[config.mk]
export PLATFORM = sky130hd
export DESIGN_NAME = led_buzzer_indicator_sequencer
export DESIGN_NICKNAME = d
export VERILOG_FILES = /design/src/rtl/core/lbis_pkg.sv /design/src/rtl/core/lbis_pattern.sv /design/src/rtl/core/led_buzzer_indicator_sequencer.sv
export VERILOG_INCLUDE_DIRS = /design/src /design/src/rtl/core
export SDC_FILE = /design/constraint.sdc
export NUM_CORES = 2
export LEC_CHECK = 0
export ABC_AREA = 1
export ABC_CLOCK_PERIOD_IN_PS = 9300
export BUFFER_PORTS_ARGS = -buffer_cell sky130_fd_sc_hd__clkbuf_2
export CELL_PAD_IN_SITES_DETAIL_PLACEMENT = 1
export CELL_PAD_IN_SITES_GLOBAL_PLACEMENT = 1
export CORE_ASPECT_RATIO = 1.25
export CORE_MARGIN = 5
export CORE_UTILIZATION = 40
export CTS_BUF_LIST = sky130_fd_sc_hd__clkbuf_2
export CTS_CLUSTER_DIAMETER = 80
export CTS_CLUSTER_SIZE = 14
export DETAILED_ROUTE_END_ITERATION = 6
export GPL_TIMING_DRIVEN = 0
export PLACE_DENSITY = 0.68
export SYNTH_ARGS = -nofsm -noshare
export SYNTH_HDL_FRONTEND = slang
export SYNTH_SLANG_ARGS = --single-unit
[constraint.sdc]
create_clock -name clk -period 9.3 [get_ports clk]
set_input_delay 1.86 -clock clk [delete_from_list [all_inputs] [get_ports clk]]
set_output_delay 1.86 -clock clk [all_outputs]
set_load 0.01 [all_outputs]
[src/rtl/core/assert_macros.svh]
// ----------------------------------------------------------------------------
// assert_macros.svh
// concurrent assertion helpers, sampled on clk and disabled while rst_n is low
// ----------------------------------------------------------------------------
`ifndef ASSERT_MACROS_SVH
`define ASSERT_MACROS_SVH

// same-cycle implication
`define ASSERT_IMPLIES(label, ante, cons) \
    label: assert property (@(posedge clk) disable iff (!rst_n) (ante) |-> (cons)) \
        else $error("assertion failed: same-cycle implication");

// next-cycle implication
`define ASSERT_NEXT(label, ante, cons) \
    label: assert property (@(posedge clk) disable iff (!rst_n) (ante) |=> (cons)) \
        else $error("assertion failed: next-cycle implication");

`endif

[src/rtl/core/lbis_pkg.sv]
// ----------------------------------------------------------------------------
// lbis_pkg
// shared types and constants of the led / buzzer indicator sequencer
// ----------------------------------------------------------------------------
package lbis_pkg;

    // command codes
    typedef enum logic [1:0] {
        CMD_UPDATE   = 2'd0,
        CMD_SET_MODE = 2'd1,
        CMD_ALARM    = 2'd2,
        CMD_PULSE    = 2'd3
    } command_t;

    // indicator modes, codes above MODE_ERROR render the led off
    localparam logic [2:0] MODE_BOOTING    = 3'd0;
    localparam logic [2:0] MODE_CONNECTING = 3'd1;
    localparam logic [2:0] MODE_ONLINE     = 3'd2;
    localparam logic [2:0] MODE_WARNING    = 3'd3;
    localparam logic [2:0] MODE_ERROR      = 3'd4;

    // configuration register indexes
    localparam logic [1:0] CFG_LED_ENABLE         = 2'd0;
    localparam logic [1:0] CFG_BUZZER_ENABLE      = 2'd1;
    localparam logic [1:0] CFG_BUZZER_ACTIVE_HIGH = 2'd2;

    // timing constants in ms
    localparam logic [31:0] ALARM_GAP_MS      = 32'd150;
    localparam logic [31:0] FRAME_MS          = 32'd900;
    localparam logic [9:0]  FLASH_ONE_END     = 10'd100;
    localparam logic [9:0]  FLASH_TWO_START   = 10'd200;
    localparam logic [9:0]  FLASH_TWO_END     = 10'd300;

    // reciprocals: x / 125 = (x * DIV125_MAGIC) >> 35 for any 32-bit x,
    // x / 225 = (x * DIV225_MAGIC) >> 38 for any 30-bit x
    localparam logic [28:0] DIV125_MAGIC = 29'h10624DD3;
    localparam int          DIV125_SHIFT = 35;
    localparam logic [30:0] DIV225_MAGIC = 31'h48D159E3;
    localparam int          DIV225_SHIFT = 38;
    localparam int          FRAME_Q_W    = 23;

    // one command as it moves down the pipeline
    typedef struct packed {
        command_t    command;
        logic [31:0] now_ms;
        logic [2:0]  indicator_mode;
        logic [7:0]  alarm_cycles;
        logic [31:0] pulse_length_ms;
    } item_t;

    // led pattern levels for every mode that depends on time
    typedef struct packed {
        logic blink_500;
        logic blink_250;
        logic blink_125;
        logic double_flash;
    } pattern_t;

endpackage

[src/rtl/core/lbis_pattern.sv]
// ----------------------------------------------------------------------------
// lbis_pattern
// front pipeline: input register, reciprocal multiplies, frame phase; gives
// each command together with the led levels of all blink patterns
// ----------------------------------------------------------------------------
module lbis_pattern
(
    input  logic               clk,
    input  logic               rst_n,
    input  logic               up_valid,
    output logic               up_stall,
    input  lbis_pkg::item_t    up_item,
    output logic               dn_valid,
    input  logic               dn_ready,
    output lbis_pkg::item_t    dn_item,
    output lbis_pkg::pattern_t dn_pattern
);

    logic                              s0_valid_reg;
    lbis_pkg::item_t                   s0_item_reg;
    logic                              s1_valid_reg;
    lbis_pkg::item_t                   s1_item_reg;
    logic [2:0]                        s1_parity_reg;
    logic [lbis_pkg::FRAME_Q_W-1:0]    s1_frame_q_reg;
    logic                              s2_valid_reg;
    lbis_pkg::item_t                   s2_item_reg;
    lbis_pkg::pattern_t                s2_pattern_reg;

    logic        adv0;
    logic        adv1;
    logic        adv2;
    logic [60:0] prod_125;
    logic [60:0] prod_250;
    logic [60:0] prod_500;
    logic [60:0] prod_900;
    logic [31:0] frame_rem;
    logic [9:0]  phase;
    lbis_pkg::pattern_t pattern_next;

    // stage advance, each stage moves when empty or when its successor moves
    assign adv2     = !s2_valid_reg || dn_ready;
    assign adv1     = !s1_valid_reg || adv2;
    assign adv0     = !s0_valid_reg || adv1;
    assign up_stall = !adv0;

    // quotient parity by 125 of now, now/2 and now/4, and now/900
    assign prod_125 = 61'(s0_item_reg.now_ms) * 61'(lbis_pkg::DIV125_MAGIC);
    assign prod_250 = 61'(s0_item_reg.now_ms[31:1]) * 61'(lbis_pkg::DIV125_MAGIC);
    assign prod_500 = 61'(s0_item_reg.now_ms[31:2]) * 61'(lbis_pkg::DIV125_MAGIC);
    assign prod_900 = 61'(s0_item_reg.now_ms[31:2]) * 61'(lbis_pkg::DIV225_MAGIC);

    // phase inside the double flash frame
    assign frame_rem = s1_item_reg.now_ms - 32'(s1_frame_q_reg) * lbis_pkg::FRAME_MS;
    assign phase     = frame_rem[9:0];

    always_comb
    begin
        pattern_next.blink_125    = !s1_parity_reg[0];
        pattern_next.blink_250    = !s1_parity_reg[1];
        pattern_next.blink_500    = !s1_parity_reg[2];
        pattern_next.double_flash = (phase < lbis_pkg::FLASH_ONE_END) ||
                                    ((phase >= lbis_pkg::FLASH_TWO_START) &&
                                     (phase < lbis_pkg::FLASH_TWO_END));
    end

    // valid bits
    always_ff @(posedge clk or negedge rst_n)
    begin
        if (!rst_n)
        begin
            s0_valid_reg <= 1'b0;
            s1_valid_reg <= 1'b0;
            s2_valid_reg <= 1'b0;
        end
        else
        begin
            if (adv0)
            begin
                s0_valid_reg <= up_valid;
            end
            if (adv1)
            begin
                s1_valid_reg <= s0_valid_reg;
            end
            if (adv2)
            begin
                s2_valid_reg <= s1_valid_reg;
            end
        end
    end

    // payload registers
    always_ff @(posedge clk)
    begin
        if (adv0)
        begin
            s0_item_reg <= up_item;
        end
        if (adv1)
        begin
            s1_item_reg    <= s0_item_reg;
            s1_parity_reg  <= {prod_500[lbis_pkg::DIV125_SHIFT],
                               prod_250[lbis_pkg::DIV125_SHIFT],
                               prod_125[lbis_pkg::DIV125_SHIFT]};
            s1_frame_q_reg <= prod_900[lbis_pkg::DIV225_SHIFT +: lbis_pkg::FRAME_Q_W];
        end
        if (adv2)
        begin
            s2_item_reg    <= s1_item_reg;
            s2_pattern_reg <= pattern_next;
        end
    end

    assign dn_valid   = s2_valid_reg;
    assign dn_item    = s2_item_reg;
    assign dn_pattern = s2_pattern_reg;

endmodule

[src/rtl/core/led_buzzer_indicator_sequencer.sv]
// ----------------------------------------------------------------------------
// led_buzzer_indicator_sequencer
// led and buzzer indicator: alarm toggling, buzzer pulses and led blink modes
// ----------------------------------------------------------------------------
// Takes one command per clock while in_stall is low and returns one result
// per command. The four register stages are the input register, the
// reciprocal multiplies that split the millisecond time into blink periods,
// the 900 ms frame phase, and the state update that loads the result
// register. State changes only at that last stage, in command order.
// Configuration writes are always taken (cfg_ready is tied high) and should
// be made while no command is in flight.
module led_buzzer_indicator_sequencer
(
    input  logic        clk,
    input  logic        rst_n,
    // command channel
    input  logic        in_valid,
    output logic        in_stall,
    input  logic [1:0]  command,
    input  logic [31:0] now_ms,
    input  logic [2:0]  indicator_mode,
    input  logic [7:0]  alarm_cycles,
    input  logic [31:0] pulse_length_ms,
    // result channel
    output logic        out_valid,
    input  logic        out_stall,
    output logic        led_level,
    output logic        buzzer_level,
    output logic        alarm_busy,
    output logic        pulse_busy,
    output logic        trigger_rejected,
    // configuration channel
    input  logic        cfg_valid,
    output logic        cfg_ready,
    input  logic [1:0]  cfg_index,
    input  logic        cfg_data
);

    `include "assert_macros.svh"

    lbis_pkg::item_t    up_item;
    logic               pl_valid;
    logic               pl_ready;
    lbis_pkg::item_t    pl_item;
    lbis_pkg::pattern_t pl_pattern;

    // configuration
    logic        led_enable_reg;
    logic        buzzer_enable_reg;
    logic        buzzer_active_high_reg;

    // sequencer state
    logic [2:0]  mode_reg;
    logic        led_on_reg;
    logic        buzzer_on_reg;
    logic [8:0]  toggles_left_reg;
    logic [31:0] last_toggle_time_reg;
    logic        alarm_flag_reg;
    logic        pulse_flag_reg;
    logic [31:0] pulse_start_time_reg;
    logic [31:0] pulse_length_reg;

    logic [2:0]  mode_next;
    logic        led_on_next;
    logic        buzzer_on_next;
    logic [8:0]  toggles_left_next;
    logic [31:0] last_toggle_time_next;
    logic        alarm_flag_next;
    logic        pulse_flag_next;
    logic [31:0] pulse_start_time_next;
    logic [31:0] pulse_length_next;
    logic        rejected_next;

    // result register
    logic        out_valid_reg;
    logic        led_level_reg;
    logic        buzzer_level_reg;
    logic        alarm_busy_reg;
    logic        pulse_busy_reg;
    logic        trigger_rejected_reg;

    logic        out_load;
    logic        consume;
    logic        cfg_fire;
    logic        pattern_level;
    logic [31:0] toggle_elapsed;
    logic [31:0] pulse_elapsed;

    assign up_item.command         = lbis_pkg::command_t'(command);
    assign up_item.now_ms          = now_ms;
    assign up_item.indicator_mode  = indicator_mode;
    assign up_item.alarm_cycles    = alarm_cycles;
    assign up_item.pulse_length_ms = pulse_length_ms;

    lbis_pattern u_pattern
    (
        .clk        (clk),
        .rst_n      (rst_n),
        .up_valid   (in_valid),
        .up_stall   (in_stall),
        .up_item    (up_item),
        .dn_valid   (pl_valid),
        .dn_ready   (pl_ready),
        .dn_item    (pl_item),
        .dn_pattern (pl_pattern)
    );

    // result register loads when empty or being taken
    assign out_load  = !out_valid_reg || !out_stall;
    assign pl_ready  = out_load;
    assign consume   = pl_valid && out_load;
    assign cfg_ready = 1'b1;
    assign cfg_fire  = cfg_valid && cfg_ready;

    // led level of the current mode
    always_comb
    begin
        case (mode_reg)
            lbis_pkg::MODE_BOOTING:    pattern_level = pl_pattern.blink_500;
            lbis_pkg::MODE_CONNECTING: pattern_level = pl_pattern.blink_250;
            lbis_pkg::MODE_ONLINE:     pattern_level = 1'b1;
            lbis_pkg::MODE_WARNING:    pattern_level = pl_pattern.blink_125;
            lbis_pkg::MODE_ERROR:      pattern_level = pl_pattern.double_flash;
            default:                   pattern_level = 1'b0;
        endcase
    end

    assign toggle_elapsed = pl_item.now_ms - last_toggle_time_reg;
    assign pulse_elapsed  = pl_item.now_ms - pulse_start_time_reg;

    // state update for one command
    always_comb
    begin
        mode_next             = mode_reg;
        led_on_next           = led_on_reg;
        buzzer_on_next        = buzzer_on_reg;
        toggles_left_next     = toggles_left_reg;
        last_toggle_time_next = last_toggle_time_reg;
        alarm_flag_next       = alarm_flag_reg;
        pulse_flag_next       = pulse_flag_reg;
        pulse_start_time_next = pulse_start_time_reg;
        pulse_length_next     = pulse_length_reg;
        rejected_next         = 1'b0;
        case (pl_item.command)
            lbis_pkg::CMD_UPDATE:
            begin
                if (!led_enable_reg && !buzzer_enable_reg)
                begin
                    // both outputs disabled, nothing moves
                end
                else if (toggles_left_reg != 9'd0)
                begin
                    // alarm toggling, zero time stamp means not yet started
                    if ((last_toggle_time_reg == 32'd0) ||
                        (toggle_elapsed >= lbis_pkg::ALARM_GAP_MS))
                    begin
                        last_toggle_time_next = pl_item.now_ms;
                        led_on_next           = led_enable_reg && !led_on_reg;
                        buzzer_on_next        = buzzer_enable_reg && !buzzer_on_reg;
                        toggles_left_next     = toggles_left_reg - 9'd1;
                        if ((toggles_left_reg == 9'd1) && alarm_flag_reg)
                        begin
                            alarm_flag_next = 1'b0;
                            buzzer_on_next  = 1'b0;
                        end
                    end
                end
                else if (pulse_flag_reg && (pulse_start_time_reg == 32'd0))
                begin
                    // pulse begins at this time stamp
                    pulse_start_time_next = pl_item.now_ms;
                    buzzer_on_next        = buzzer_enable_reg;
                end
                else if (pulse_flag_reg && (pulse_elapsed < pulse_length_reg))
                begin
                    buzzer_on_next = buzzer_enable_reg;
                end
                else
                begin
                    // pulse over or idle, led follows the mode pattern
                    pulse_flag_next       = 1'b0;
                    pulse_start_time_next = pulse_flag_reg ? 32'd0 : pulse_start_time_reg;
                    pulse_length_next     = pulse_flag_reg ? 32'd0 : pulse_length_reg;
                    led_on_next           = led_enable_reg && pattern_level;
                    buzzer_on_next        = 1'b0;
                end
            end
            lbis_pkg::CMD_SET_MODE:
            begin
                mode_next = pl_item.indicator_mode;
            end
            lbis_pkg::CMD_ALARM:
            begin
                if ((pl_item.alarm_cycles == 8'd0) || !buzzer_enable_reg)
                begin
                    rejected_next = 1'b1;
                end
                else
                begin
                    toggles_left_next     = {pl_item.alarm_cycles, 1'b0};
                    last_toggle_time_next = 32'd0;
                    alarm_flag_next       = 1'b1;
                    pulse_flag_next       = 1'b0;
                    pulse_start_time_next = 32'd0;
                    pulse_length_next     = 32'd0;
                end
            end
            lbis_pkg::CMD_PULSE:
            begin
                if ((pl_item.pulse_length_ms == 32'd0) || !buzzer_enable_reg)
                begin
                    rejected_next = 1'b1;
                end
                else
                begin
                    pulse_flag_next       = 1'b1;
                    pulse_start_time_next = 32'd0;
                    pulse_length_next     = pl_item.pulse_length_ms;
                end
            end
            default:
            begin
                rejected_next = 1'b0;
            end
        endcase
    end

    // configuration and sequencer state
    always_ff @(posedge clk or negedge rst_n)
    begin
        if (!rst_n)
        begin
            led_enable_reg         <= 1'b0;
            buzzer_enable_reg      <= 1'b0;
            buzzer_active_high_reg <= 1'b1;
            mode_reg               <= lbis_pkg::MODE_BOOTING;
            led_on_reg             <= 1'b0;
            buzzer_on_reg          <= 1'b0;
            toggles_left_reg       <= 9'd0;
            last_toggle_time_reg   <= 32'd0;
            alarm_flag_reg         <= 1'b0;
            pulse_flag_reg         <= 1'b0;
            pulse_start_time_reg   <= 32'd0;
            pulse_length_reg       <= 32'd0;
        end
        else if (cfg_fire)
        begin
            case (cfg_index)
                lbis_pkg::CFG_LED_ENABLE:
                begin
                    led_enable_reg <= cfg_data;
                    if (!cfg_data)
                    begin
                        led_on_reg <= 1'b0;
                    end
                end
                lbis_pkg::CFG_BUZZER_ENABLE:
                begin
                    buzzer_enable_reg <= cfg_data;
                    if (!cfg_data)
                    begin
                        buzzer_on_reg <= 1'b0;
                    end
                end
                lbis_pkg::CFG_BUZZER_ACTIVE_HIGH:
                begin
                    buzzer_active_high_reg <= cfg_data;
                end
                default:
                begin
                    // unused index, write ignored
                end
            endcase
        end
        else if (consume)
        begin
            mode_reg             <= mode_next;
            led_on_reg           <= led_on_next;
            buzzer_on_reg        <= buzzer_on_next;
            toggles_left_reg     <= toggles_left_next;
            last_toggle_time_reg <= last_toggle_time_next;
            alarm_flag_reg       <= alarm_flag_next;
            pulse_flag_reg       <= pulse_flag_next;
            pulse_start_time_reg <= pulse_start_time_next;
            pulse_length_reg     <= pulse_length_next;
        end
    end

    // result valid
    always_ff @(posedge clk or negedge rst_n)
    begin
        if (!rst_n)
        begin
            out_valid_reg <= 1'b0;
        end
        else if (out_load)
        begin
            out_valid_reg <= pl_valid;
        end
    end

    // result payload
    always_ff @(posedge clk)
    begin
        if (consume)
        begin
            led_level_reg        <= led_on_next;
            buzzer_level_reg     <= buzzer_on_next ^ !buzzer_active_high_reg;
            alarm_busy_reg       <= (toggles_left_next != 9'd0);
            pulse_busy_reg       <= pulse_flag_next;
            trigger_rejected_reg <= rejected_next;
        end
    end

    assign out_valid        = out_valid_reg;
    assign led_level        = led_level_reg;
    assign buzzer_level     = buzzer_level_reg;
    assign alarm_busy       = alarm_busy_reg;
    assign pulse_busy       = pulse_busy_reg;
    assign trigger_rejected = trigger_rejected_reg;

    // state invariants
    `ASSERT_IMPLIES(a_alarm_has_toggles, alarm_flag_reg, toggles_left_reg != 9'd0)
    `ASSERT_IMPLIES(a_led_held_off, !led_enable_reg, !led_on_reg)
    `ASSERT_IMPLIES(a_buzzer_held_off, !buzzer_enable_reg, !buzzer_on_reg)
    `ASSERT_IMPLIES(a_idle_pulse_clear, !pulse_flag_reg, pulse_start_time_reg == 32'd0)

endmodule
---- Yosys cells after proc, flatten, opt, wreduce, memory -nomap -nowiden ----
Cells that the tools add are included.
W data, S select, Z words.
storage, ports and cells
  input bits .............................. 85
  output and inout bits ................... 8
  logic and storage cells ................. 196
  register bits ........................... 385
cells by class
  $lt $le $gt $ge ......................... 5
  multiply operators ...................... 5
  $add $sub $neg .......................... 4
  muxes and demuxes ....................... 59
  equal/unequal tests ..................... 25
  bitwise logic cells ..................... 2
  reductions and logical operators ........ 54
operator list
  kind                      number
  $mux W32                  14
  $pmux W32 S3              2
  $logic_not A32 Y1         3
  $pmux W32 S2              1
  $sub A32 B32 Y32          2
  $mul A30 B31 Y61 const B  1
  $mul A30 B29 Y36 const B  1
  $mul A31 B29 Y36 const B  1
  $mul A32 B29 Y36 const B  1
  $mux W9                   4
  $mux W1                   33
  $ge A32 B8 Y1 const B     1
  $lt A32 B32 Y1            1
  $mul A23 B8 Y8 const B    1
  $ne A2 B2 Y1 const B      11
  $pmux W9 S2               1
  $reduce_bool A9 Y1        2
  $logic_not A1 Y1          14
  $ge A10 B8 Y1 const B     1
  $lt A10 B7 Y1 const B     1
  $lt A10 B9 Y1 const B     1
  $reduce_and A10 Y1        1
  $sub A10 B10 Y10          1
  $eq A9 B1 Y1 const B      1
  25 further kinds          54

---- Logic depth before layout (Yosys ltp) ----
  depth in word-level cells ............... 10
  mapped depth ............................ 36
  mapped depth without buffers ............ 36

---- Modules after synthesis ----
Synthesis repeated with hierarchy kept, for this count alone.
unflattened totals
  cells, all modules ...................... 5020
  area total of the unflattened synthesis .. 47692.0 um^2
by module, submodules not included
  module                          area an instance (um^2)  cells an instance  seq. area each (um^2)  instances
  lbis_pattern                    36665.2                  3399               7462.2                 1
  led_buzzer_indicator_sequencer  11026.8                  1621               3054.2                 1

---- Worst setup path after synthesis ----
OpenSTA, ideal clock, no wires.
  kind .................................... input port to flip-flop
  start point ............................. input port out_stall
  end point ............................... register u_pattern.s0_item_reg[0] in the netlist's numbering (enable)
  required time ........................... 8.869 ns
  setup time .............................. 0.431 ns
  slack ................................... 1.444 ns
  arrival time ............................ 7.425 ns
  buffers on the path ..................... 0
  cell stages on the path ................. 7
  cell sequence ........................... nand2_1 nor2_1 inv_1 nor2_1 inv_1 nor2_1 inv_1
on the way
  cells in the longest elaborated chain, start to end .. 5
ends and longest elaborated chain
  element                   line                                   text
  start: declaration        led_buzzer_indicator_sequencer.sv:26   input logic out_stall,
  $logic_not A1 Y1          led_buzzer_indicator_sequencer.sv:109  assign out_load = !out_valid_reg || !out_stall;
  $logic_or A1 B1 Y1        led_buzzer_indicator_sequencer.sv:109
  $logic_or A1 B1 Y1        lbis_pattern.sv:41                     assign adv2 = !s2_valid_reg || dn_ready;
  named net u_pattern.adv2  lbis_pattern.sv:31                     logic adv2;
  $logic_or A1 B1 Y1        lbis_pattern.sv:42                     assign adv1 = !s1_valid_reg || adv2;
  named net u_pattern.adv1  lbis_pattern.sv:30                     logic adv1;
  $logic_or A1 B1 Y1        lbis_pattern.sv:43                     assign adv0 = !s0_valid_reg || adv1;
  end signal: assignment    lbis_pattern.sv:97                     s0_item_reg <= up_item;
  end: declaration          lbis_pattern.sv:20                     lbis_pkg::item_t s0_item_reg;
The timed path passes the listed nets, and every way through them passes these cells.
A chain may end at the register's enable or synchronous reset.

---- Final worst setup path ----
  start point ............................. register u_pattern.s0_item_reg[58] in the netlist's numbering
  end point ............................... register u_pattern.s1_parity_reg[1] (data pin)
on the way
  cells in the longest elaborated chain, start to end .. 1
ends and longest elaborated chain
  element                           line                 text
  $mul A31 B29 Y36                  lbis_pattern.sv:48   assign prod_250 = 61'(s0_item_reg.now_ms[31:1]) * 61'(lbis_pkg::DIV125_MAGIC);
  named net u_pattern.prod_250[35]  lbis_pattern.sv:33   logic [60:0] prod_250;
  end signal: assignment            lbis_pattern.sv:102  s1_parity_reg <= {prod_500[lbis_pkg::DIV125_SHIFT],
  end: declaration                  lbis_pattern.sv:23   logic [2:0] s1_parity_reg;
The timed path passes the listed nets, and every way through them passes these cells.

==> results.md <==
* Status: finished, violations left
* Violations in the final reports: capacitance limit, slew limit
* Slew @ Worst Pin at 1520 ps
* Net count after synthesis at 6280
* Syn avg cell area at 9.80 um^2
* Worst Hold Depth at 0
* Seq cells post-synth at 370
* Seq/Total Area, Yosys at 0.224
* Via count at 32800
* Clock buffer depth at 3
* Clock transition at the registers of the reported paths at 330 ps
* Gp weighted congestion at 0.912
* Tcrit/Tclk final at 0.931
* Yosys warning total at 0
* Worst Setup SP: u_pattern.s0_item_reg[58]
* Met3 global-route usage at 0.0167
* Worst EP arrival at 9610 ps
* Relative slew slack at -0.0107
* Vias in the first global route at 37000
* Critical path class: reg -> reg
* Clk sinks at 370
* Worst path slowest cell: edfxtp_1
* Pin count of the biggest net entering global routing at 92
* RR Startpoint: u_pattern.s0_item_reg[58]
* Asr flop ratio synth at 0.322
* Number of synthesized flops with an enable pin at 251
* Max H-tree Level at 1
* DRC at 0
* Grt ovf at 0
* FMAX at 116 MHz
* RSZ-0062 raised after global routing: false
* Crit path max fanout at 8
* Initial antenna violation count at 3
* Worst path most repeated cell: inv_1
* Syn-to-layout area delta at 7.33%
* Max-cap violations at 1
* Most frequent cells in the layout: inv_1 (1400), ha_1 (738), fa_1 (677)
* Dpl cells at 6457
* Drt total wl at 141000 um
* Min Tclk post-route at 8660 ps
* R2R cell count at 24
* Share of layout cells above drive strength 1 at 0.0674
* Met1 Usage GRT at 0.270
* Post-Route Skew at 120 ps
* Startpoint types: flop
* Setup violators final at 0
* Detailed Route Iter0 Violations at 1465
* Multi-input gate area at 30800 um^2
* Routed Antenna Nets at 0
* Mapped Area at 46800 um^2
* Final Non-Filler Cells at 6520
* Fin. Hold Viols at 0
* WP data required at 10260 ps
* Layout fillers at 13300
* Post-CTS Setup Bufs at 0
* Row Count at 140
* Flop2flop setup slack at 640 ps
* Core area at 116000 um^2
* CTS tree: yes
* PostCTS Resize Cnt at 0
* Cell count after synthesis at 4780
* Commonest non-fill, non-tap cell in the layout: inv_1
* Busiest grt layer: met2
* Input/output buffers at 91
* Initial Utilization at 0.402
* Met2 Use GR at 0.443
* Die Span Y at 393 um
* Wire per inst at 21.6 um
* Cts bufs inserted at 31
* Nets at 6431
* CTS hold repair buffers at 0
* Router iterations before antenna repair at 5
* Ys flop type: edfxtp_1
* Pins Over Slew Limit at 18
* R2r endpoint: u_pattern.s1_parity_reg[1]
* Hold Path Class: reg -> reg
* Final core occ at 0.432
* Via density at 5.03
* Clock Latency Late Sink at 1190 ps
* Die width at 316 um
* DIE AREA at 124000 um^2
* Synth cell types at 69
* Setup crit end kind: flop
* Hold Startpoint: u_pattern.s1_item_reg[58]
* Final HPWL DP at 120000 um
* CP peak stage delay at 1010 ps
* Reg area at 10500 um^2
* GR Util All Layers at 0.231
* Hold Path End: u_pattern.dn_item[58]
* First-pass GRT wire length at 217000 um
* Worst-path cell chain: inv_1 -> ha_1 -> inv_1 -> fa_1 -> fa_1 -> inv_1 -> fa_1 -> inv_1 -> fa_1 -> inv_1 -> fa_1 -> inv_1 -> fa_1 -> inv_1 -> fa_1 -> inv_1 -> ha_1 -> nand2_1 -> nor3_1 -> nand3_1 -> a21oi_1 -> nor2_1 -> o41ai_1 -> xor2_1
* Ports at 93
* Clk Tree Root Cell: clkbuf_2
## cell families after synthesis
logic type / Yosys count / synth area share
simple gates: 1007 / 0.0972
fa+ha+maj: 1415 / 0.486
xor+xnor: 96 / 0.0181
other cells: 1 / 0.0000800
flops: 370 / 0.224
mux: 1 / 0.000240
buf+inv: 1453 / 0.118
compound gates: 437 / 0.0551
## cell usage after synthesis, types with 4 or more instances
| master | n | area [um^2] |
|---|---|---|
| a211oi_1 | 4 | 30.0 |
| a21o_1 | 10 | 75.1 |
| a21oi_1 | 153 | 766 |
| a21oi_2 | 4 | 35.0 |
| a31oi_1 | 18 | 113 |
| buf_2 | 10 | 50.1 |
| buf_6 | 4 | 45.0 |
| clkbuf_1 | 14 | 52.6 |
| dfrtp_1 | 118 | 2950 |
| edfxtp_1 | 251 | 7540 |
| fa_1 | 677 | 13600 |
| ha_1 | 738 | 9230 |
| inv_1 | 1403 | 5270 |
| inv_2 | 14 | 52.6 |
| nand2_1 | 566 | 2120 |
| nand2_2 | 15 | 93.8 |
| nand3_1 | 114 | 571 |
| nand3_2 | 31 | 310 |
| nand3b_1 | 12 | 90.1 |
| nand4_1 | 44 | 275 |
| nor2_1 | 140 | 526 |
| nor2_2 | 17 | 106 |
| nor2_4 | 4 | 45.0 |
| nor3_1 | 21 | 105 |
| nor4_1 | 25 | 156 |
| o211ai_1 | 12 | 90.1 |
| o21a_1 | 8 | 60.1 |
| o21ai_0 | 139 | 696 |
| o21ai_1 | 16 | 80.1 |
| o21ai_2 | 31 | 272 |
| o21bai_1 | 9 | 67.6 |
| o41ai_1 | 4 | 35.0 |
| or2_2 | 8 | 50.1 |
| xnor2_1 | 41 | 359 |
| xor2_1 | 54 | 473 |
## worst max path at each step
stage,to,slack [ps]
2_1_floorplan,u_pattern.s0_item_reg[0],1440
3_3_place_gp,u_pattern.s0_item_reg[1],-1540
3_5_place_dp,u_pattern.s1_parity_reg[1],660
4_1_cts,u_pattern.s1_parity_reg[1],640
6_report,u_pattern.s1_parity_reg[1],640
5_1_grt,u_pattern.s1_parity_reg[1],400
## through the flow
stage	hold slack (ps)	cell area [um^2]	setup WS, ps	setup TNS (ps)
3_3_place_gp	400	49300	-1540	-114780
6_report	403	50300	643	0
4_1_cts	353	50200	638	0
3_5_place_dp	405	49900	665	0
5_1_grt	416	50300	405	0
2_1_floorplan	400	46800	1440	0
## layer usage
metal / part of all wire / up-vias / wire [um]
li1: - / 15100 / -
met1: 0.39 / 16900 / 54800
met2: 0.54 / 559 / 75700
met3: 0.032 / 200 / 4480
met4: 0.043 / 0 / 6070
met5: 0 / - / 0
## final cells by class
cell class / count / area share
Multi-Input combinational cell: 2957 / 0.612
Clock inverter: 4 / 0.000771
Timing Repair Buffer: 118 / 0.0229
Tap cell: 1562 / 0.0389
Buffer: 34 / 0.00440
Sequential cell: 370 / 0.209
Inverter: 1419 / 0.106
Clock buffer: 54 / 0.00537
Antenna cell: 2 / 0.0000995
## critical path, delay by kind of cell (launching register included)
family,cells,cell delay (ps)
AOI/OAI and AO/OA,2,700
xor gates and xnor gates,1,560
adders and majority gates,9,4420
buffers and inverters,8,1020
DFF,1,1010
and+or+nand+nor,4,690
Power is not shown: default switching activity piles up to over one toggle a cycle in this logic, so the estimate is an artifact.
